**config.mk**
```make
export PLATFORM = sky130hd
export DESIGN_NAME = sas_cell
export DESIGN_NICKNAME = d
export VERILOG_FILES = /design/src/sv/sas_pkg.sv /design/src/sv/sas_cell.sv
export SDC_FILE = /design/constraint.sdc
export NUM_CORES = 1
export LEC_CHECK = 0
export ABC_AREA = 0
export BUFFER_PORTS_ARGS = -buffer_cell sky130_fd_sc_hd__buf_2
export CORE_UTILIZATION = 50
export DETAILED_ROUTE_END_ITERATION = 8
export PLACE_DENSITY = 0.85
export SLEW_MARGIN = 15
export SYNTH_ARGS = -nofsm -noshare
export SYNTH_HDL_FRONTEND = slang
export SYNTH_SLANG_ARGS = --single-unit
```
**constraint.sdc**
```tcl
create_clock -name i_clk -period 6.9 [get_ports i_clk]
set_input_delay 1.38 -clock i_clk [delete_from_list [all_inputs] [get_ports i_clk]]
set_output_delay 1.38 -clock i_clk [all_outputs]
set_load 0.03 [all_outputs]
```
**src/sv/sas_pkg.sv**
```systemverilog
// sas_pkg: shared types and constants for the sorted address set
// holds the request/result word structs, the controller states and cell controls
// no dependencies
package sas_pkg;

    localparam int ADDR_W       = 32;
    localparam int ENTRY_CNT_W  = 7;
    // fan-in of one step of the match reduction, as a power of two
    localparam int FOLD_LOG_FAN = 3;

    localparam logic KIND_SEARCH = 1'b0;
    localparam logic KIND_INSERT = 1'b1;

    // request word
    typedef struct packed {
        logic              kind;
        logic [ADDR_W-1:0] ip_address;
    } t_sas_in;

    // result word
    typedef struct packed {
        logic                   success;
        logic                   set_full;
        logic [ENTRY_CNT_W-1:0] entry_count;
    } t_sas_out;

    // controller states
    typedef enum logic [1:0] {
        ST_IDLE,
        ST_CMP,
        ST_FOLD,
        ST_DONE
    } t_sas_state;

    // controls broadcast to every cell of the chain
    typedef struct packed {
        logic cmp_en;
        logic shift_en;
    } t_cell_ctl;

endpackage

```
**src/sv/sas_cell.sv**
```systemverilog
// sas_cell: one slot of the sorted chain
// compares its entry against the key and shifts in from its left neighbor on insert
// depends on sas_pkg
module sas_cell
    import sas_pkg::*;
(
    input  logic              i_clk,
    input  logic              i_rst_n,
    input  t_cell_ctl         i_ctl,
    input  logic [ADDR_W-1:0] i_key,
    input  logic              i_valid,
    input  logic [ADDR_W-1:0] i_left_entry,
    input  logic              i_left_lt,
    output logic [ADDR_W-1:0] o_entry,
    output logic              o_lt,
    output logic              o_eq
);

    logic [ADDR_W-1:0] r_entry;
    logic              r_lt;

    // stored entry below the key, captured in the compare cycle
    always_ff @(posedge i_clk) begin
        if (!i_rst_n) begin
            r_lt <= 1'b0;
        end else if (i_ctl.cmp_en) begin
            r_lt <= i_valid && (r_entry < i_key);
        end
    end

    // insert: keep if below key, take key at the landing slot, else shift right
    always_ff @(posedge i_clk) begin
        if (i_ctl.shift_en && !r_lt) begin
            r_entry <= i_left_lt ? i_key : i_left_entry;
        end
    end

    assign o_entry = r_entry;
    assign o_lt    = r_lt;
    assign o_eq    = i_valid && (r_entry == i_key);

endmodule

```
Yosys cells after proc, flatten, opt, wreduce, memory -nomap -nowiden

Cells that the tools add are included.

Output and inout port bits: 34
Logic and storage cells: 9
Flip-flop bits (word level): 33

Equal/unequal tests: 1
Order comparisons: 1
Multiplexer cells: 1
Reduce and logical (&&, ||, !) cells: 4

Operators by type and width:

| kind                        | number |
|---|---|
| 32-bit equality test        | 1 |
| 32-bit less-than comparator | 1 |
| 32-bit 2-to-1 mux           | 1 |
| 1-bit logical AND           | 3 |
| 1-bit logical NOT           | 1 |

Logic depth before layout (Yosys ltp)

Gate-level depths: netlist of run 1.

Depth in word-level cells: 2
Depth in mapped cells: 7
Mapped depth without buffers: 7

Least setup slack after synthesis of run 1

No wires, ideal clock.

Kind: in2out
Start point: input port i_key[30]
End point: output port o_eq
Data required time: 5.520 ns
Stages: 6
Path buffers: 0
Setup slack: 2.675 ns
Arrival: 2.845 ns
Path through: inv_1 ha_1 nand4_1 nor4_1 nand4_1 nor2_1

Cells in the longest elaborated chain, start to end: 2

Ends and longest elaborated chain:

| item                 | RTL line       | text |
|---|---|---|
| start: declaration   | sas_cell.sv:10 | `input logic [ADDR_W-1:0] i_key,` |
| 32-bit equality test | sas_cell.sv:40 | `assign o_eq = i_valid && (r_entry == i_key);` |
| 1-bit logical AND    | sas_cell.sv:40 |  |
| end: declaration     | sas_cell.sv:16 | `output logic o_eq` |

No other way between the ends.

Worst setup path after layout of run 1

Ends and elaborated chain as after synthesis.

==> impl_metrics.py, run 1 <==
metrics = {
    "yosys": {
        "ys_seq_area_frac": 0.4462,
        "syn_area_per_cell_um2": 11.69,
        "synth_nets": 290,
        "synth.most_common_cell": "inv_1",
        "synth_ff_type": "edfxtp_1",
        "synthCells": 188,
        "synth.distinct_cells": 27,
        "yosys-top-cells-area": "edfxtp_1 (44%), ha_1 (18%), mux2_2 (14%), inv_1 (5.8%), a21oi_1 (2.5%)",
        "synthTopCellsByCount": "inv_1 (34), edfxtp_1 (32), ha_1 (32)",
        "netlist.area_leader.share": 0.4371,
        "synth-seq-cells": 33,
        "synthArstFlopShare": 0,
        "synth-edff-count": 32,
        "yosysTopAreaCell": "edfxtp_1",
        "synth_area_mm2": 0.002198,
        "yosysWarnings": 0,
    },
    "setup_path": {
        "path_class": "in2out",
        "r2r-start": "o_entry[17]",
        "start_kind": "primary input",
        "end_kind": "output port",
        "cpMaxStageDelayCell": "nor4_1",
        "path_cells": "buf_2, inv_1, ha_1, nand4_1, nor4_1, nand4_1, nor2_1, buf_2",
        "cpPeakStageDelay_ns": 0.52,
        "path_delay_family": "simple AND/OR/NAND/NOR gates",
        "path_max_fanout": 3,
        "rr_worst_depth": 6,
        "startpoint": "i_key[30]",
        "crit_buf_inv": 3,
        "worst-path-stages": 8,
        "worstPathRequired_ns": 5.52,
        "arrival_ns": 3.08,
    },
    "power_and_ir_drop": {
        "internal_power_mw": 0.3806,
        "p_sw_frac": 0.2910,
        "ir_drop_v": 0.0001088,
        "power.switching_mw": 0.1562,
        "power.total_mw": 0.5368,
        "seq_power_share": 0.461,
        "pwr-share-clk": 0.277,
        "power.density_mw_per_mm2": 187.8,
        "p_leak_nw": 1.433,
        "combinationalPowerShare": 0.262,
    },
    "detailed_routing": {
        "wl_met2_um": 2302,
        "drt_iter0_drc": 94,
        "wl_met3_um": 210,
        "routed_wl_um": 4762,
        "first_pass_iters": 4,
        "m1WireLength_um": 2183,
        "ant_nets": 0,
        "wl_per_cell_um": 13.80,
        "top_layer": "met4",
        "num_vias": 1780,
        "drc": 0,
        "vias_per_cell": 5.159,
    },
    "placed_design": {
        "place.gp.congestion": 0.8203,
        "portBuffers": 103,
        "hpwlAfterDp_um": 3864,
    },
    "clock_network": {
        "cts_tree": "yes",
        "clk_latency_ns": 0.28,
        "root_buffer": "clkbuf_8",
        "cts_inserted_buffers": 5,
        "cts_resized": 0,
        "clkTransAtPathRegs_ns": 0.06,
        "ctsHoldBuffers": 0,
        "cts_buffer_depth": 2,
        "cts_setup_buffers": 0,
        "ctsHtreeMaxLevel": 2,
        "cts.sinks": 33,
    },
    "sta": {
        "max_freq_ghz": 0.2244,
        "fin_crit_sh": 0.6460,
        "finalSetupViolations": 0,
        "rsz0062_at_grt": "false",
        "slew-limit-headroom": 0.3911,
        "worst_hold_slack_ns": 0.5849,
        "setup-tns-final_ns": 0,
        "skew_ns": 0.003182,
        "tightest_slew_ns": 0.9115,
        "final_hold_viol_count": 0,
        "report.final.slew_viol_count": 0,
        "post-route-min-period_ns": 4.457,
    },
    "final_layout": {
        "drive_gt1_frac": 0.4780,
        "multi_input_area_mm2": 0.001082,
        "register_area_um2": 980.9,
        "finalNetCount": 396,
        "fill_cells": 329,
        "final_util": 0.6947,
        "insertedDiodeCount": 0,
        "syn_to_final_growth_pct": 30.05,
    },
    "die": {
        "initial_core_util": 0.5342,
        "rows": 23,
        "die_h_um": 68.31,
        "design.core.area_mm2": 0.004115,
        "ios": 104,
        "dieArea_mm2": 0.004666,
        "die_w_um": 68.31,
    },
    "global_route": {
        "grt_pass1_wl_um": 7072,
        "overflow": 0,
        "antenna_found_initial": 0,
        "first_global_vias": 1668,
        "track_usage": 0.2081,
        "grt_max_degree": 33,
    },
    "job": {
        "cap_viol_max_count": 0,
    },
    "status": {
        "status": "finished clean",
    },
    "worst_hold_path": {
        "hold_start": "o_lt",
        "hp-class": "reg2reg",
        "holdPathStages": 2,
    },
}
[worst paths after layout]
kind              slack, ns   end
setup / recovery       2.44  o_eq
hold / removal         0.58  o_lt
setup reg to reg       4.78  o_lt
hold reg to reg        0.58  o_lt
[power groups by stage]
| stage | clock [mW] | combinational (mW) | sequential [mW] |
|---|---|---|---|
| 6_report | 0.148 | 0.141 | 0.248 |
| 5_1_grt | 0.158 | 0.156 | 0.249 |
| 4_1_cts | 0.152 | 0.142 | 0.248 |
| 3_5_place_dp | 0 | 0.141 | 0.252 |
| 3_3_place_gp | 0 | 0.137 | 0.251 |
| 2_1_floorplan | 0 | 0.0609 | 0.280 |
[state kept, by name, indices dropped and copies added, names as in the netlist]
| name | cells |
|---|---|
| o_entry | 32 |
| o_lt | 1 |
[worst min-delay path, cell delays in order, from the launching register on]
cell	delay (ns)
dfxtp_1	0.36
nand2b_1	0.12
a221oi_2	0.07
[layout make-up]
class                           count  area share
Multi-Input combinational cell    117      0.3786
Sequential cell                    33      0.3431
Timing Repair Buffer              103      0.1803
Inverter                           34     0.04464
Clock buffer                        8     0.03151
Tap cell                           50     0.02188
[stage by stage]
step,worst slack [ns],std cells,instance area [um^2]
2_1_floorplan,2.675,188,2198
3_3_place_gp,2.613,337,2769
3_5_place_dp,2.454,337,2769
4_1_cts,2.445,345,2859
5_1_grt,2.327,345,2859
6_report,2.443,345,2859
[cell families (layout without fill, tap and decap cells)]
logic type      Yosys count  in the layout  synth area share
simple gates             29             29           0.06716
flops                    33             33            0.4462
compound gates           24             24           0.07569
fa+ha+maj                32             32            0.1821
buf+inv                  38            145           0.06488
mux                      32             32            0.1639
[metal layers]
| layer | vias up | GRT usage |
|---|---|---|
| met5 | - | 0 |
| met4 | 0 | 0.06771 |
| met3 | 7 | 0.04333 |
| met2 | 64 | 0.3456 |
| met1 | 815 | 0.2677 |
| li1 | 894 | - |
[cells in the final DEF, fill, tap and decap left out, drive strengths merged]
cell     synthesis  routed
buf              3     103
inv             34      34
ha              32      32
edfxtp          32      32
mux2            32      32
a21oi           11      11
nand2            9       9
clkbuf           1       8
nand4            6       6
nor2             4       4
o21ai            3       3
nand3            3       3
nor4             2       2
a21o             2       2
a221o            2       2
nor2b            2       2
and2             1       1
and3             1       1
nand2b           1       1
a211oi           1       1
a21boi           1       1
a2111oi          1       1
o211ai           1       1
a211o            1       1
a221oi           1       1
dfxtp            1       1
No activity file was read; power rests on OpenSTA's default activity.
==> inputs of run 2 (changes only) <==
--- a/config.mk
+++ b/config.mk
@@ -7,9 +7,9 @@
 export LEC_CHECK = 0
 export ABC_AREA = 0
 export BUFFER_PORTS_ARGS = -buffer_cell sky130_fd_sc_hd__buf_2
-export CORE_UTILIZATION = 50
+export CORE_UTILIZATION = 47
 export DETAILED_ROUTE_END_ITERATION = 8
-export PLACE_DENSITY = 0.85
+export PLACE_DENSITY = 0.81
 export SLEW_MARGIN = 15
 export SYNTH_ARGS = -nofsm -noshare
 export SYNTH_HDL_FRONTEND = slang
==> constraint.sdc (replaced) <==
create_clock -name i_clk -period 4.5 [get_ports i_clk]
set_input_delay 0.9 -clock i_clk [delete_from_list [all_inputs] [get_ports i_clk]]
set_output_delay 0.9 -clock i_clk [all_outputs]
set_load 0.03 [all_outputs]
==> run 2 against run 1 <==
Against the previous run:
- die area grew 6.2%
- sequential power up 53%
- cell count grew 0.58%
- sequential share of layout area grew 0.060 points
- routed wire length shrank 0.44%
- first-iteration DRC count down 72%
- combinational power grew 52%
- hold slack better by 0.015 ns
- critical path type unchanged
- critical endpoint unchanged
==> impl_metrics.py, run 2 (synthesized netlist as in run 1, its figures left out) <==
metrics = {
    "clock_network": {
        "clkTransAtPathRegs_ns": 0.07,
        "root_buffer": "clkbuf_8",
        "cts.sinks": 33,
        "ctsHoldBuffers": 0,
        "ctsHtreeMaxLevel": 2,
        "cts_tree": "yes",
        "cts_setup_buffers": 0,
        "cts_buffer_depth": 2,
        "cts_resized": 0,
        "clk_latency_ns": 0.28,
        "cts_inserted_buffers": 5,
    },
    "die": {
        "ios": 104,
        "die_w_um": 70.39,
        "initial_core_util": 0.4980,
        "die_h_um": 70.39,
        "dieArea_mm2": 0.004955,
        "design.core.area_mm2": 0.004414,
        "rows": 24,
    },
    "setup_path": {
        "arrival_ns": 2.67,
        "start_kind": "primary input",
        "path_class": "in2out",
        "rr_worst_depth": 6,
        "worstPathRequired_ns": 3.60,
        "path_max_fanout": 3,
        "end_kind": "output port",
    },
    "sta": {
        "skew_ns": 0.007145,
        "finalSetupViolations": 0,
        "fin_ws_ns": 0.9278,
        "fin_crit_sh": 0.7938,
        "max_freq_ghz": 0.2799,
        "final_hold_viol_count": 0,
        "slew-limit-headroom": 0.3935,
        "rsz0062_at_grt": "false",
        "post-route-min-period_ns": 3.572,
        "tightest_slew_ns": 0.9079,
        "setup-tns-final_ns": 0,
        "report.final.slew_viol_count": 0,
    },
    "placed_design": {
        "portBuffers": 103,
        "place.gp.congestion": 0.7500,
        "place_ws_ns": 0.9918,
        "hpwlAfterDp_um": 3887,
    },
    "final_layout": {
        "largest_reg_flops": 32,
        "insertedDiodeCount": 0,
        "finalNetCount": 396,
        "fill_cells": 394,
        "final_common_cell": "buf_2",
        "drive_gt1_frac": 0.4814,
        "syn_to_final_growth_pct": 29.82,
        "register_area_um2": 980.9,
        "final_cell_mix": "buf_2 (103), inv_1 (34), ha_1 (32), edfxtp_1 (32), mux2_2 (28)",
        "multi_input_area_mm2": 0.001082,
    },
    "detailed_routing": {
        "num_vias": 1775,
        "drc": 0,
        "routed_wl_um": 4741,
        "wl_per_cell_um": 13.66,
        "first_pass_iters": 4,
        "vias_per_cell": 5.115,
        "drt_iter0_drc": 26,
        "ant_nets": 0,
    },
    "power_and_ir_drop": {
        "ir_drop_v": 0.0001873,
        "power.density_mw_per_mm2": 283.3,
        "p_leak_nw": 1.433,
    },
    "global_route": {
        "grt_max_degree": 33,
        "overflow": 0,
        "track_usage": 0.1985,
        "antenna_found_initial": 0,
        "first_global_vias": 1790,
        "grt_pass1_wl_um": 7659,
    },
    "status": {
        "status": "finished clean",
    },
    "worst_hold_path": {
        "hp-class": "reg2reg",
        "holdPathStages": 2,
    },
    "job": {
        "cap_viol_max_count": 0,
    },
}
run 2: cell types whose count changed in the layout (fill, tap and decap cells not counted):
cell and delta:
clkbuf_1 -1, clkinv_2 +2, clkbuf_8 -1
run 2: layer usage:
| metal | vias to the layer above | GRT usage | part of all wire | wire [um] |
|---|---|---|---|---|
| met4 | 0 | 0.07333 | 0.019 | 90 |
| met5 | - | 0 | 0 | 0 |
| met1 | 813 | 0.2440 | 0.43 | 2051 |
| li1 | 892 | - | - | - |
| met2 | 61 | 0.3492 | 0.51 | 2398 |
| met3 | 9 | 0.02886 | 0.043 | 202 |
run 2: final timing paths:
kind                            slack, ns    to         from
worst max register to register       2.33  o_lt  o_entry[17]
worst max-delay path                 0.93  o_eq    i_key[30]
worst min-delay path                 0.60  o_lt         o_lt
worst min register to register       0.60  o_lt         o_lt
run 2: area by class of cell:
cell class / instances / area share
Inverter: 34 / 0.04472
Clock buffer: 6 / 0.02543
Sequential cell: 33 / 0.3437
Multi-Input combinational cell: 117 / 0.3792
Tap cell: 52 / 0.02280
Clock inverter: 2 / 0.003507
Timing Repair Buffer: 103 / 0.1806
run 2: where the power goes:
| part | switching, mW | total (mW) | internal [mW] |
|---|---|---|---|
| clock network | 0.107 | 0.214 | 0.107 |
| logic | 0.124 | 0.215 | 0.0915 |
| registers | 0.0126 | 0.380 | 0.367 |
run 2: per-stage QoR:
step / instances / hold WS [ns] / util / cell area, um^2 / total power [mW]
2_1_floorplan: 188 / 0.6377 / - / 2198 / 0.5234
3_3_place_gp: 339 / 0.5733 / 0.6278 / 2771 / 0.5965
3_5_place_dp: 339 / 0.5783 / 0.6278 / 2771 / 0.6030
4_1_cts: 347 / 0.5938 / 0.6465 / 2854 / 0.8170
5_1_grt: 347 / 0.6149 / 0.6465 / 2854 / 0.8508
6_report: 347 / 0.5995 / 0.6465 / 2854 / 0.8087
run 2: worst max-delay path: stages:
cell and delay (ns):
buf_2 0.09, inv_1 0.04, ha_1 0.31, nand4_1 0.17, nor4_1 0.58, nand4_1 0.23
nor2_1 0.14, buf_2 0.21
==> inputs of run 3 (changes only) <==
--- a/config.mk
+++ b/config.mk
@@ -7,9 +7,9 @@
 export LEC_CHECK = 0
 export ABC_AREA = 0
 export BUFFER_PORTS_ARGS = -buffer_cell sky130_fd_sc_hd__buf_2
-export CORE_UTILIZATION = 47
+export CORE_UTILIZATION = 42
 export DETAILED_ROUTE_END_ITERATION = 8
-export PLACE_DENSITY = 0.81
+export PLACE_DENSITY = 0.76
 export SLEW_MARGIN = 15
 export SYNTH_ARGS = -nofsm -noshare
 export SYNTH_HDL_FRONTEND = slang
==> constraint.sdc (replaced) <==
create_clock -name i_clk -period 3.2 [get_ports i_clk]
set_input_delay 0.64 -clock i_clk [delete_from_list [all_inputs] [get_ports i_clk]]
set_output_delay 0.64 -clock i_clk [all_outputs]
set_load 0.03 [all_outputs]
==> run 3 against run 2 <==
Against the previous run:
- non-clock buffer count is the same
- clock power grew 64%
- critical path type unchanged
- die area grew 12%
- global-route usage shrank 1.2 points
==> impl_metrics.py, run 3 (synthesized netlist as in run 1, its figures left out) <==
metrics = {
    "sta": {
        "tightest_slew_ns": 0.9261,
        "skew_ns": 0.002722,
        "final_hold_viol_count": 0,
        "slew-limit-headroom": 0.3813,
        "post-route-min-period_ns": 2.999,
        "fin_crit_sh": 0.9371,
        "worst_hold_slack_ns": 0.5934,
        "setup-tns-final_ns": 0,
        "max_freq_ghz": 0.3335,
        "report.final.slew_viol_count": 0,
        "finalSetupViolations": 0,
        "rsz0062_at_grt": "false",
    },
    "detailed_routing": {
        "num_vias": 1731,
        "wl_per_cell_um": 13.57,
        "drc": 0,
        "vias_per_cell": 4.782,
        "first_pass_iters": 4,
        "ant_nets": 0,
        "routed_wl_um": 4911,
        "drt_iter0_drc": 44,
    },
    "setup_path": {
        "path_max_fanout": 3,
        "start_kind": "primary input",
        "ff2ff_setup_slack_ns": 1.08,
        "r2r-end": "o_lt",
        "path_class": "in2out",
        "rr_worst_depth": 6,
        "worstPathRequired_ns": 2.56,
        "r2r-start": "o_entry[17]",
        "end_kind": "output port",
        "arrival_ns": 2.36,
    },
    "final_layout": {
        "insertedDiodeCount": 0,
        "design_area_mm2": 0.002892,
        "final_cell_mix": "buf_2 (103), inv_1 (34), ha_1 (32), edfxtp_1 (32), mux2_2 (28)",
        "finalNetCount": 396,
        "drive_gt1_frac": 0.4847,
        "largest_reg_flops": 32,
        "syn_to_final_growth_pct": 31.53,
        "final_common_cell": "buf_2",
    },
    "clock_network": {
        "cts_setup_buffers": 0,
        "cts_buffer_depth": 2,
        "ctsHoldBuffers": 0,
        "cts_resized": 0,
        "root_buffer": "clkbuf_8",
        "cts.sinks": 33,
        "clk_latency_ns": 0.28,
        "ctsHtreeMaxLevel": 2,
        "clkTransAtPathRegs_ns": 0.07,
        "cts_tree": "yes",
        "cts_inserted_buffers": 5,
    },
    "placed_design": {
        "place.gp.congestion": 0.7582,
        "hpwlAfterDp_um": 3958,
        "placed_cell_area_mm2": 0.002790,
        "portBuffers": 103,
    },
    "global_route": {
        "track_usage": 0.1867,
        "overflow": 0,
        "grt_max_degree": 33,
        "first_global_vias": 1704,
        "antenna_found_initial": 0,
        "grt_pass1_wl_um": 7652,
    },
    "die": {
        "ios": 104,
        "die_w_um": 74.35,
        "initial_core_util": 0.4505,
        "die_h_um": 74.35,
        "rows": 25,
        "design.core.area_mm2": 0.004880,
        "dieArea_mm2": 0.005527,
    },
    "worst_hold_path": {
        "hold_start": "o_lt",
        "hp-class": "reg2reg",
        "holdPathStages": 2,
        "holdPathEnd": "o_lt",
    },
    "status": {
        "status": "finished clean",
    },
    "power_and_ir_drop": {
        "p_leak_nw": 1.442,
        "ir_drop_v": 0.0002954,
        "power.density_mw_per_mm2": 410.4,
    },
    "job": {
        "cap_viol_max_count": 0,
    },
}
[run 3: power breakdown]
| part | internal (mW) | switching, mW |
|---|---|---|
| combinational | 0.129 | 0.173 |
| clock | 0.195 | 0.156 |
| sequential | 0.516 | 0.0181 |
[run 3: critical path: stages]
cell     delay, ns
buf_2         0.08
inv_1         0.04
ha_1          0.30
nand4_1       0.17
nor4_1        0.55
nand4_1       0.21
nor2_1        0.14
buf_2         0.21
[run 3: worst max path at each step]
stage / startpoint / end
finish: i_key[30] / o_eq
global placement: i_key[30] / o_eq
global route: i_key[30] / o_eq
detailed placement: i_key[30] / o_eq
CTS: i_key[30] / o_eq
floorplan: i_key[30] / o_eq
[run 3: area by class of cell]
cell class	count	area, um^2
clock inverter	1	5.005
sequential	33	980.9
multi-input combinational	117	1082
tap	67	83.83
timing repair buffer	103	515.5
clock buffer	7	96.34
inverter	34	127.6
fill	451	1988
[run 3: metrics by stage]
stage	std cells	setup WS (ns)	power, mW	util
after floorplan	188	0.4554	0.7360	-
after global placement	354	0.3665	0.8392	0.5718
after detailed placement	354	0.2181	0.8479	0.5718
after CTS	362	0.2022	1.199	0.5926
after global routing	362	0.02837	1.252	0.5926
final	362	0.2011	1.187	0.5926
[run 3: per-layer routing]
metal | track usage | vias up | part of all wire
met5 | 0 | - | 0
met4 | 0.05031 | 0 | 0.0055
met3 | 0.04607 | 2 | 0.048
met2 | 0.3131 | 56 | 0.50
met1 | 0.2412 | 781 | 0.45
li1 | - | 892 | -
