<file path="config.mk">
export PLATFORM = sky130hd
export DESIGN_NAME = sas_or_fold
export DESIGN_NICKNAME = d
export VERILOG_FILES = /design/src/sv/sas_pkg.sv /design/src/sv/sas_or_fold.sv
export SDC_FILE = /design/constraint.sdc
export NUM_CORES = 1
export LEC_CHECK = 0
export ABC_AREA = 1
export BUFFER_PORTS_ARGS = -buffer_cell sky130_fd_sc_hd__clkbuf_2
export CORE_MARGIN = 2
export CORE_UTILIZATION = 40
export CTS_CLUSTER_SIZE = 28
export DETAILED_ROUTE_END_ITERATION = 12
export PLACE_DENSITY = 0.65
export SLEW_MARGIN = 10
export SYNTH_ARGS = -nofsm -noshare
export SYNTH_HDL_FRONTEND = slang
export SYNTH_SLANG_ARGS = --single-unit
</file>
<file path="constraint.sdc">
create_clock -name i_clk -period 0.84 [get_ports i_clk]
set_clock_uncertainty 0.05 [all_clocks]
set_input_delay 0.126 -clock i_clk [delete_from_list [all_inputs] [get_ports i_clk]]
set_output_delay 0.126 -clock i_clk [all_outputs]
set_load 0.01 [all_outputs]
</file>
<file path="src/sv/sas_pkg.sv">
// sas_pkg: shared types and constants for the sorted address set
// holds the request/result word structs, the controller states and cell controls
// no dependencies
package sas_pkg;

    localparam int ADDR_W       = 32;
    localparam int ENTRY_CNT_W  = 7;
    // fan-in of one step of the match reduction, as a power of two
    localparam int FOLD_LOG_FAN = 3;

    localparam logic KIND_SEARCH = 1'b0;
    localparam logic KIND_INSERT = 1'b1;

    // request word
    typedef struct packed {
        logic              kind;
        logic [ADDR_W-1:0] ip_address;
    } t_sas_in;

    // result word
    typedef struct packed {
        logic                   success;
        logic                   set_full;
        logic [ENTRY_CNT_W-1:0] entry_count;
    } t_sas_out;

    // controller states
    typedef enum logic [1:0] {
        ST_IDLE,
        ST_CMP,
        ST_FOLD,
        ST_DONE
    } t_sas_state;

    // controls broadcast to every cell of the chain
    typedef struct packed {
        logic cmp_en;
        logic shift_en;
    } t_cell_ctl;

endpackage

</file>
<file path="src/sv/sas_or_fold.sv">
// sas_or_fold: registered reduction of the per-cell match flags
// folds the vector by the package fan-in once per cycle, bit 0 ends as the or
// depends on sas_pkg
module sas_or_fold
    import sas_pkg::*;
#(
    parameter int IN_W  = 64,
    parameter int STEPS = 2
) (
    input  logic            i_clk,
    input  logic            i_load,
    input  logic [IN_W-1:0] i_vec,
    output logic            o_any
);

    localparam int FAN   = 1 << FOLD_LOG_FAN;
    localparam int PAD_W = 1 << (FOLD_LOG_FAN * STEPS);

    logic [PAD_W-1:0] r_vec;
    logic [PAD_W-1:0] n_vec;

    // load the flags, or or each group of FAN bits into one
    always_comb begin
        n_vec = '0;
        for (int i = 0; i < PAD_W / FAN; i++) begin
            n_vec[i] = |r_vec[i*FAN +: FAN];
        end
        if (i_load) begin
            n_vec = PAD_W'(i_vec);
        end
    end

    always_ff @(posedge i_clk) begin
        r_vec <= n_vec;
    end

    assign o_any = r_vec[0];

endmodule

</file>
# Yosys cells after proc, flatten, opt, wreduce, memory -nomap -nowiden
# Cells that the tools add are included.
[classes]
n_mux = 1
reduce_logical = 8
[op_table]
columns = ["cell", "count"]
rows = [
  ["$reduce_or A8 Y1", 8],
  ["$mux W8", 1],
]
[word_totals]
register_bits = 64
output_inout_bits = 1

# Depth between registers and ports, before layout
# Gate-level depths: netlist of the first run.
[depth]
depth_word = 2
mapped_depth = 5

# Worst setup path before layout of the first run
# No wires, ideal clock.
[synth_path]
kind = "register to register"
start = "register r_vec[0]"
end = "register r_vec[0]"
arrival_time_ns = 0.599
required_ns = 0.677
setup_slack_ns = 0.078
stages_incl_launch_ff = 5
n_path_buf = 0
synth_period_minus_slack_ns = 0.762
path_cell_list = "dfxtp_1 nor2_1 nand3_1 nor2_1 nor2_1"
[synth_between]
elab_chain_len = 2
[synth_lines]
columns = ["item", "line", "text"]
rows = [
  ["from (decl)", "sas_or_fold.sv:19", "logic [PAD_W-1:0] r_vec;"],
  ["from (signal assigned)", "sas_or_fold.sv:34", "r_vec <= n_vec;"],
  ["$reduce_or A8 Y1", "sas_or_fold.sv:26", "n_vec[i] = |r_vec[i*FAN +: FAN];"],
  ["$mux W8", "sas_or_fold.sv:28", "if (i_load) begin"],
  ["net n_vec[0]", "sas_or_fold.sv:20", "logic [PAD_W-1:0] n_vec;"],
]
# The timed path passes the listed nets, and every way through them passes these cells.
# A chain may end at the register's enable or synchronous reset.

# Worst setup path in the final report of the first run
[layout_path]
start = "register r_vec[0]"
end = "output o_any"
[layout_rtl]
columns = ["item", "line", "text"]
rows = [
  ["to (decl)", "sas_or_fold.sv:13", "output logic o_any"],
]
# No word-level cell between the ends.

==> metrics.md, run 1 <==
| Metric | Value |
|---|---|
| Status | `complete, but fails checks` |
| Violated checks | `setup timing` |
| Endpoints failing hold | `0` |
| DP HPWL | `2.51 mm` |
| M2 GR Usage | `0.271` |
| WL per Instance | `~8.8 µm` |
| Largest registers | `r_vec: 64 flops` |
| Full die area | `around 5800 µm²` |
| MaxCap Viol Count | `0` |
| Worst setup SP type | `register` |
| Synthesized area | `~2100 µm²` |
| Post-Layout Cell Count | `about 480` |
| Area Growth Syn to Fin | `59.6%` |
| Count of cell types in the netlist | `8` |
| Setup TNS | `-0.108 ns` |
| Top cells by area, synth | `dfxtp_1 (62%), inv_1 (12%), nand2_1 (12%), nor2_1 (10%), buf_6 (2.2%)` |
| Worst path cell trace | `buf_6` |
| Compound-cell area share of the yosys netlist | `0` |
| Post-synth top area cell | `dfxtp_1` |
| Num ports | `between 60 and 70` |
| Post-DRT Antenna Nets | `0` |
| DP Cell Count | `~400` |
| CTS tree | `yes` |
| Required time worst endpoint | `0.66 ns` |
| Critical path type | `register to output port` |
| Clock H-tree levels | `3` |
| Gr usage total | `0.152` |
| Min-Delay Path Class | `primary input to register` |
| Post-Syn Instances | `around 260` |
| # nets final | `between 400 and 500` |
| RePlAce Congestion | `just under 0.7` |
| Die Y | `about 76 µm` |
| Die span in x | `around 76 µm` |
| Crit Path Max Fanout | `2` |
| Hold Startpoint | `i_load` |
| Max frequency | `1050 MHz` |
| Vias in the first global route | `1761` |
| CTS Sinks | `64` |
| CTS Root Cell | `clkbuf_8` |
| Multiplexer share of the synthesized area | `0` |
| Max FFs per register | `between 60 and 70` |
| RSZ-0062 raised after global routing | `true` |
| Simple-Gate Fraction of Synth Area | `0.235` |
| Final WL | `4.17 mm` |
| Max incr delay on CP | `around 0.35 ns` |
| Post-synthesis sequential area ratio | `0.615` |
| IO Port Bufs | `66` |
| Most flops, register | `r_vec` |
| CP top delay family | `flip-flops` |
| Reg-to-Reg Start | `r_vec[10]$_SDFF_PN0_` |
| Ant diodes | `0` |
| Synth Area in Adders | `0` |
| Synth Register Bits | `between 60 and 70` |
| GRT overflow | `0` |
| Mean post-synth cell area | `7.89 µm²` |
| Post-CTS Setup Inserts | `0` |
| Met1 Use GR | `0.150` |
| Initial Utilization | `0.411` |
| Grt peak-use layer | `met2` |
| Hold_ws | `approximately 0.12 ns` |
| Crit path max-delay cell type | `dfxtp_2` |
| Vias | `about 1800` |
| Core region area | `5070 µm²` |
| Rel. slew slack | `0.912` |
| Leakage | `1.92 nW` |
| Layout cell share with drive strength beyond 1 | `0.219` |
| Iter 0 DRT Violations | `33` |
| Final worst setup slack | `-0.108 ns` |
| Largest net degree at the start of global routing | `27` |
| Initial DRT Pass Iterations | `4` |
| Row count | `26` |
| EDFF count, synth | `0` |
| DP Worst Slack | `-0.0294 ns` |
| Power Density | `1870 nW/µm²` |
| Final setup viols | `1` |
| Synth top area share | `0.615` |
| First-pass GRT wire length | `roughly 6.8 mm` |
| CTS Buffer Depth | `2` |
| Via-to-Cell Ratio | `roughly 3.8` |
| Final Max Tran Viols | `0` |
| CTS Buf Count | `9` |
| Min cycle time layout | `about 0.95 ns` |
| Crit path launch | `r_vec[0]$_DFF_P_` |
| Setup crit end kind | `output port` |
| Slew @ Worst Pin | `approximately 0.13 ns` |
| Period utilization | `1.13` |
| Antenna violations before repair | `0` |
| Worst skew pair latency | `0.33 ns` |
| Post-synthesis xor/xnor area fraction | `0` |
| Largest family of logic cells by synthesized area | `simple AND/OR/NAND/NOR gates` |
| Synth cell count leaders | `dfxtp_1 (64), inv_1 (64), nand2_1 (64)` |
| Ys async rst share | `0` |
| Synth Warn # | `0` |
| VDD IR max | `around 1.4 mV` |
| GR Layer Usage met3 | `0.0462` |
| Predominant post-synthesis flop cell | `dfxtp_1` |
| DRC | `0` |
| Crit path DAT | `0.77 ns` |
| Net Count, Synth | `330` |
| Clock transition at path regs | `roughly 0.060 ns` |
| Crit path buf inv count | `1` |
[final timing paths]
check,cells past startpoint,to,slack [ns]
worst max-delay path,1,o_any,-0.11
worst min-delay path,4,r_vec[21]$_SDFF_PN0_,0.12
worst max register to register,4,r_vec[1]$_DFF_P_,0.04
worst min register to register,4,r_vec[6]$_DFF_P_,0.47
[what timing repair did]
item	4_1_cts	5_1_grt
endpoints found under the setup margin	1	7
resized for setup	1	6
gates cloned	0	0
hold endpoints to repair	64	0
hold buffers	64	0
pin swaps	0	5
[cells by family (layout without fill, tap and decap cells)]
group,after synthesis,in the layout
AND/OR/NAND/NOR,128,128
buffers and inverters,72,214
flip-flops,64,64
[layer usage]
layer | vias up | wire (µm)
met5 | - | 0
met3 | 11 | 179
met4 | 0 | 121
li1 | 1008 | -
met1 | 733 | 1850
met2 | 45 | 2020
[layout make-up]
type / instances / area, µm²
fill: 438 / 1750
sequential: 64 / 1280
timing repair buffer: 135 / 1040
multi-input combinational: 128 / 498
inverter: 65 / 244
clock buffer: 14 / 173
tap: 70 / 87.6
[per-stage QoR]
stage | power [mW] | util | instance area [µm²]
3_3_place_gp | 3.77 | 0.492 | 2500
6_report | 6.23 | 0.655 | 3330
3_5_place_dp | 3.78 | 0.492 | 2500
5_1_grt | 6.55 | 0.655 | 3330
4_1_cts | 6.29 | 0.652 | 3310
2_1_floorplan | 3.56 | - | 2080
[cells in the final DEF, fill, tap and decap left out]
| master | n |
|---|---|
| buf_12 | 2 |
| dfxtp_1 | 62 |
| clkbuf_1 | 2 |
| dfxtp_2 | 2 |
| buf_6 | 1 |
| nand3_1 | 8 |
| clkbuf_2 | 65 |
| inv_1 | 64 |
| nand2_1 | 64 |
| buf_4 | 3 |
| nor2_2 | 3 |
| clkbuf_8 | 12 |
| nor2_1 | 53 |
| inv_2 | 1 |
| dlygate4sd3_1 | 64 |
[worst register-to-register path, delay by kind of cell (launching register included)]
kind	cells	cell delay (ns)
simple gates	4	0.34
flops	1	0.31
[power breakdown]
part	leakage, nW	internal [mW]	switching, mW
sequential	0.534	3.21	0.0486
clock	0.0886	1.28	1.00
combinational	1.29	0.429	0.260
No activity file was read; power rests on OpenSTA's default activity.
==> inputs of run 2 (changes only) <==
--- a/config.mk
+++ b/config.mk
@@ -8,10 +8,10 @@
 export ABC_AREA = 1
 export BUFFER_PORTS_ARGS = -buffer_cell sky130_fd_sc_hd__clkbuf_2
 export CORE_MARGIN = 2
-export CORE_UTILIZATION = 40
+export CORE_UTILIZATION = 49
 export CTS_CLUSTER_SIZE = 28
 export DETAILED_ROUTE_END_ITERATION = 12
-export PLACE_DENSITY = 0.65
+export PLACE_DENSITY = 0.77
 export SLEW_MARGIN = 10
 export SYNTH_ARGS = -nofsm -noshare
 export SYNTH_HDL_FRONTEND = slang
==> run 2 against run 1 <==
Against the previous run:
- the flow still finishes with violations (setup timing)
- global-route usage rose by 8.2 points
- worst setup slack better by 0.0093 ns
- final cell count down 4.0%
- sequential share of layout area increased by 0.28 points
- largest power group unchanged
- combinational power increased by 6.0%
- power is 1.8% lower
- critical path type unchanged
- count of clock-buffer cells in the layout decreased by 1
- register-to-register slack worse by 0.07 ns
- utilization grew 16 points
- first-iteration DRC count grew 130%
- die area is 17% lower
- final area down 0.71%
==> metrics.md, run 2 (synthesis results as in run 1) <==
| Metric | Value |
|---|---|
| Status | `complete, but fails checks` |
| Violated checks | `setup timing` |
| Min-Delay Path Class | `primary input to register` |
| CTS Sinks | `64` |
| VDD IR max | `between 1 and 1.5 mV` |
| Final WL | `~5.2 mm` |
| IO Port Bufs | `66` |
| Initial DRT Pass Iterations | `4` |
| Ant diodes | `0` |
| MaxCap Viol Count | `0` |
| Met3 wire len | `roughly 230 µm` |
| Setup TNS | `-0.131 ns` |
| Core region area | `between 4000 and 5000 µm²` |
| Clock transition at path regs | `about 0.06 ns` |
| Area Growth Syn to Fin | `58.5%` |
| DRC | `0` |
| FF+latch area | `~1300 µm²` |
| CTS tree | `yes` |
| Endpoints failing hold | `0` |
| Layout cell share with drive strength beyond 1 | `0.229` |
| Met2 WL | `3.04 mm` |
| Final worst setup slack | `-0.0988 ns` |
| RePlAce Congestion | `0.712` |
| Die span in x | `about 70 µm` |
| Most frequent cells in the layout | `clkbuf_2 (65), inv_1 (64), nand2_1 (64)` |
| CP top delay family | `flip-flops` |
| Worst skew pair latency | `between 0.3 and 0.4 ns` |
| Clock H-tree levels | `3` |
| Critical path type | `register to output port` |
| Area of the multi-input gates | `roughly 500 µm²` |
| Worst setup SP type | `register` |
| CTS Buf Count | `9` |
| Final setup viols | `2` |
| Min cycle time layout | `0.939 ns` |
| Post-DRT Antenna Nets | `0` |
| Die Y | `~70 µm` |
| # fillers | `between 200 and 250` |
| Crit path DAT | `around 0.76 ns` |
| Via-to-Cell Ratio | `approximately 4.2` |
| Final Max Tran Viols | `0` |
| Power Density | `~1900 nW/µm²` |
| Rel. slew slack | `0.900` |
| Period utilization | `1.12` |
| Crit path buf inv count | `1` |
| Vias in the first global route | `~2000` |
| Max frequency | `~1100 MHz` |
| Top sig layer | `met4` |
| WL per Instance | `roughly 11 µm` |
| Max incr delay on CP | `0.33 ns` |
| Crit Path Max Fanout | `2` |
| Largest net degree at the start of global routing | `21` |
| Crit path max-delay cell type | `dfxtp_2` |
| Gr usage total | `0.234` |
| Leakage | `roughly 1.9 nW` |
| Max FFs per register | `64` |
| Worst path cell trace | `buf_6` |
| Antenna violations before repair | `0` |
| DP HPWL | `2.49 mm` |
| Initial Utilization | `0.513` |
| Vias | `around 1900` |
| Slew @ Worst Pin | `0.149 ns` |
| M1 wire length | `~1.8 mm` |
| Design Area, Final | `~3300 µm²` |
| Iter 0 DRT Violations | `75` |
| Hold_ws | `0.0299 ns` |
| First-pass GRT wire length | `approximately 8.6 mm` |
| GRT overflow | `0` |
| Setup crit end kind | `output port` |
| CTS Buffer Depth | `2` |
| CTS Root Cell | `clkbuf_8` |
| Largest registers | `r_vec: 64 flops` |
| Required time worst endpoint | `about 0.66 ns` |
| RSZ-0062 raised after global routing | `true` |
| Num ports | `67` |
| Full die area | `4790 µm²` |
| # nets final | `between 400 and 500` |
| Dpl cell area | `around 2500 µm²` |
| Most common cell after layout, fill and taps aside | `clkbuf_2` |
| Core Util, Final | `0.814` |
| Most flops, register | `r_vec` |
| Row count | `23` |
-- run 2: power breakdown --
group | switching, mW | total, mW | internal [mW]
registers | 0.0512 | 3.26 | 3.21
clock network | 1.02 | 2.13 | 1.12
logic | 0.295 | 0.730 | 0.435
-- run 2: final timing paths --
kind / slack [ns] / depth (start not counted) / from / endpoint
worst max-delay path: -0.1 / 1 / r_vec[0]$_DFF_P_ / o_any
worst min-delay path: 0.03 / 3 / i_vec[5] / r_vec[5]$_DFF_P_
worst max register to register: -0.03 / 5 / r_vec[0]$_DFF_P_ / r_vec[0]$_DFF_P_
worst min register to register: 0.46 / 4 / r_vec[7]$_DFF_P_ / r_vec[0]$_DFF_P_
-- run 2: per-stage QoR --
step                      setup slack (ns)  std cells  power (mW)
after global routing                -0.129        457        6.42
after global placement             0.00984        379        3.76
after detailed placement           -0.0198        379        3.78
final                              -0.0988        457        6.12
after floorplan                     0.0784        264        3.56
after CTS                           -0.122        456        6.10
-- run 2: what timing repair did --
item	in CTS	in global routing
hold buffers	63	0
hold endpoints to repair	63	0
pin swaps	0	10
gates resized for setup	1	10
setup endpoints to repair	1	6
buffers inserted	0	1
-- run 2: tightest hold or removal path: stages --
cell and delay (ns):
clkbuf_2 0.09, nor2_1 0.04, nor2_1 0.11
-- run 2: final cells by class --
class / count / area share
flip-flops and latches: 64 / 0.389
repair buffers: 136 / 0.316
multi-input cells: 128 / 0.155
inverters: 65 / 0.0739
clock buffers: 13 / 0.0451
well taps: 50 / 0.0189
clock inverters: 1 / 0.00152
-- run 2: per-layer routing --
layer,global-route usage,up-vias
met3,0.0712,13
met1,0.207,852
li1,-,1012
met2,0.466,61
met4,0.115,0
met5,0,-
==> inputs of run 3 (changes only) <==
--- a/config.mk
+++ b/config.mk
@@ -8,10 +8,10 @@
 export ABC_AREA = 1
 export BUFFER_PORTS_ARGS = -buffer_cell sky130_fd_sc_hd__clkbuf_2
 export CORE_MARGIN = 2
-export CORE_UTILIZATION = 49
+export CORE_UTILIZATION = 44
 export CTS_CLUSTER_SIZE = 28
 export DETAILED_ROUTE_END_ITERATION = 12
-export PLACE_DENSITY = 0.77
+export PLACE_DENSITY = 0.73
 export SLEW_MARGIN = 10
 export SYNTH_ARGS = -nofsm -noshare
 export SYNTH_HDL_FRONTEND = slang
==> constraint.sdc (replaced) <==
create_clock -name i_clk -period 0.8 [get_ports i_clk]
set_clock_uncertainty 0.05 [all_clocks]
set_input_delay 0.12 -clock i_clk [delete_from_list [all_inputs] [get_ports i_clk]]
set_output_delay 0.12 -clock i_clk [all_outputs]
set_load 0.01 [all_outputs]
==> run 3 against run 2 <==
Against the previous run:
- the run still ends with setup timing left
- worst hold slack gained 0.11 ns
- via count shrank 3.7%
- count of clock-buffer cells in the layout shrank 2
- die area grew 11%
- routed wire length shrank 17%
- combinational power grew 0.7%
- utilization shrank 9.9 points
- largest cell class unchanged
- highest routed layer unchanged
==> metrics.md, run 3 (synthesis results as in run 1) <==
| Metric | Value |
|---|---|
| DP HPWL | `between 2 and 3 mm` |
| Switching share of power | `0.219` |
| CTS Buf Count | `9` |
| Min cycle time layout | `0.936 ns` |
| Hold Startpoint | `i_load` |
| Violated checks | `setup timing` |
| CP top delay family | `flip-flops` |
| WL per Instance | `9.37 µm` |
| Ant diodes | `0` |
| Min-Delay Path Class | `primary input to register` |
| Internal power | `between 5 and 6 mW` |
| Part of the power in combinational logic | `0.113` |
| Design Area, Final | `approximately 3300 µm²` |
| Area Growth Syn to Fin | `58.9%` |
| Most frequent cells in the layout | `clkbuf_2 (65), inv_1 (64), nand2_1 (64), dlygate4sd3_1 (64), dfxtp_1 (62)` |
| Slew @ Worst Pin | `between 0.15 and 0.2 ns` |
| Post-DRT Antenna Nets | `0` |
| Reg-to-Reg End | `r_vec[4]$_DFF_P_` |
| Worst setup SP type | `register` |
| Crit path DAT | `roughly 0.77 ns` |
| Period utilization | `1.17` |
| First-pass GRT wire length | `approximately 6.8 mm` |
| Final worst setup slack | `-0.136 ns` |
| Post-layout power | `6.50 mW` |
| Vias | `roughly 1900` |
| Clock transition at path regs | `0.07 ns` |
| Switch Pwr | `~1.4 mW` |
| Reg-to-Reg Start | `r_vec[32]$_SDFF_PN0_` |
| # fillers | `365` |
| # nets final | `between 400 and 500` |
| Required time worst endpoint | `roughly 0.63 ns` |
| DRC | `0` |
| Max frequency | `1070 MHz` |
| Rel. slew slack | `0.899` |
| Iter 0 DRT Violations | `56` |
| IO Port Bufs | `66` |
| Num ports | `67` |
| Largest net degree at the start of global routing | `22` |
| Endpoints failing hold | `0` |
| Register share of total power | `0.526` |
| Crit path buf inv count | `1` |
| VDD IR max | `approximately 1.2 mV` |
| Vias in the first global route | `1800` |
| Power Density | `around 2000 nW/µm²` |
| Via-to-Cell Ratio | `roughly 4.0` |
| Layout cell share with drive strength beyond 1 | `0.232` |
| Initial DRT Pass Iterations | `4` |
| CTS Buffer Depth | `2` |
| Max incr delay on CP | `around 0.33 ns` |
| Most common cell after layout, fill and taps aside | `clkbuf_2` |
| Worst path cell trace | `buf_6` |
| Post-CTS Setup Inserts | `0` |
| Critical path type | `register to output port` |
| Gr usage total | `0.175` |
| Hold path endpoint | `r_vec[54]$_SDFF_PN0_` |
| RSZ-0062 raised after global routing | `true` |
| Hold path depth | `4` |
| Dpl cell area | `between 2000 and 2500 µm²` |
| Final setup viols | `1` |
| Worst skew pair latency | `~0.33 ns` |
| Leakage | `between 1.5 and 2 nW` |
| Antenna violations before repair | `0` |
| Initial Utilization | `0.450` |
| Core Util, Final | `0.715` |
| Row count | `25` |
| Die span in x | `72.8 µm` |
| Most flops, register | `r_vec` |
| CTS tree | `yes` |
| MaxCap Viol Count | `0` |
| Core region area | `about 4600 µm²` |
| Cells on worst reg2reg path | `4` |
| Largest registers | `r_vec: 64 flops` |
| CTS Root Cell | `clkbuf_8` |
| Clock H-tree levels | `3` |
| GRT overflow | `0` |
| Full die area | `about 5300 µm²` |
| CTS Sinks | `64` |
| Setup crit end kind | `output port` |
| R2R setup slack | `approximately 0.010 ns` |
| Max FFs per register | `between 60 and 70` |
| Crit path max-delay cell type | `dfxtp_2` |
| Clock power frac | `0.361` |
| RePlAce Congestion | `0.775` |
| Status | `complete, but fails checks` |
| Crit Path Max Fanout | `2` |
| Setup TNS | `-0.136 ns` |
| Final Max Tran Viols | `0` |
| Final WL | `around 4.3 mm` |
| Die Y | `between 70 and 80 µm` |
==> run 3: how the worst max path moves through the flow <==
stage / start / end / slack [ns] / cells past startpoint
3_3_place_gp: i_load / r_vec[5]$_DFF_P_ / -0.07 / 6
2_1_floorplan: r_vec[0]$_DFF_P_ / r_vec[0]$_DFF_P_ / 0.04 / 4
3_5_place_dp: i_load / r_vec[5]$_DFF_P_ / -0.08 / 6
5_1_grt: r_vec[0]$_DFF_P_ / o_any / -0.16 / 1
4_1_cts: r_vec[0]$_DFF_P_ / o_any / -0.16 / 1
6_report: r_vec[0]$_DFF_P_ / o_any / -0.14 / 1
==> run 3: final cells by class <==
type,instances,area [µm²],area share
Clock inverter,4,20.0,0.00605
Clock buffer,11,151,0.0457
Tap cell,54,67.6,0.0204
Multi-Input combinational cell,128,500,0.151
Timing Repair Buffer,137,1040,0.315
Sequential cell,64,1280,0.388
Inverter,65,244,0.0737
==> run 3: power groups by stage <==
stage	Combinational, mW	Clock [mW]	Sequential, mW
3_3_place_gp	0.467	0	3.48
2_1_floorplan	0.264	0	3.47
6_report	0.735	2.34	3.42
4_1_cts	0.720	2.40	3.42
5_1_grt	0.824	2.50	3.43
3_5_place_dp	0.476	0	3.49
==> run 3: worst register-to-register path, delay by kind of cell, from the launching register on <==
kind,cells,cell delay (ns)
simple gates,4,0.36
flops,1,0.30
==> run 3: per-layer routing <==
metal / wire length, µm / up-vias / global-route usage
met5: 0 / - / 0
met4: 144 / 0 / 0.117
met3: 193 / 14 / 0.0525
met2: 2240 / 49 / 0.323
met1: 1770 / 789 / 0.163
li1: - / 1014 / -
==> run 3: what timing repair did <==
action | 4_1_cts | 5_1_grt
hold buffers | 64 | 0
gates resized for setup | 1 | 7
endpoints found under the hold margin | 64 | 0
setup endpoints to repair | 4 | 9
cloned | 0 | 0
pin swaps | 1 | 10
==> run 3: per-stage QoR <==
stage / std cells / setup WS [ns] / hold WS [ns]
global placement: 384 / -0.0729 / 0.253
global route: 463 / -0.164 / 0.126
finish: 463 / -0.136 / 0.137
detailed placement: 384 / -0.0788 / 0.254
floorplan: 264 / 0.0384 / 0.168
CTS: 463 / -0.160 / 0.113
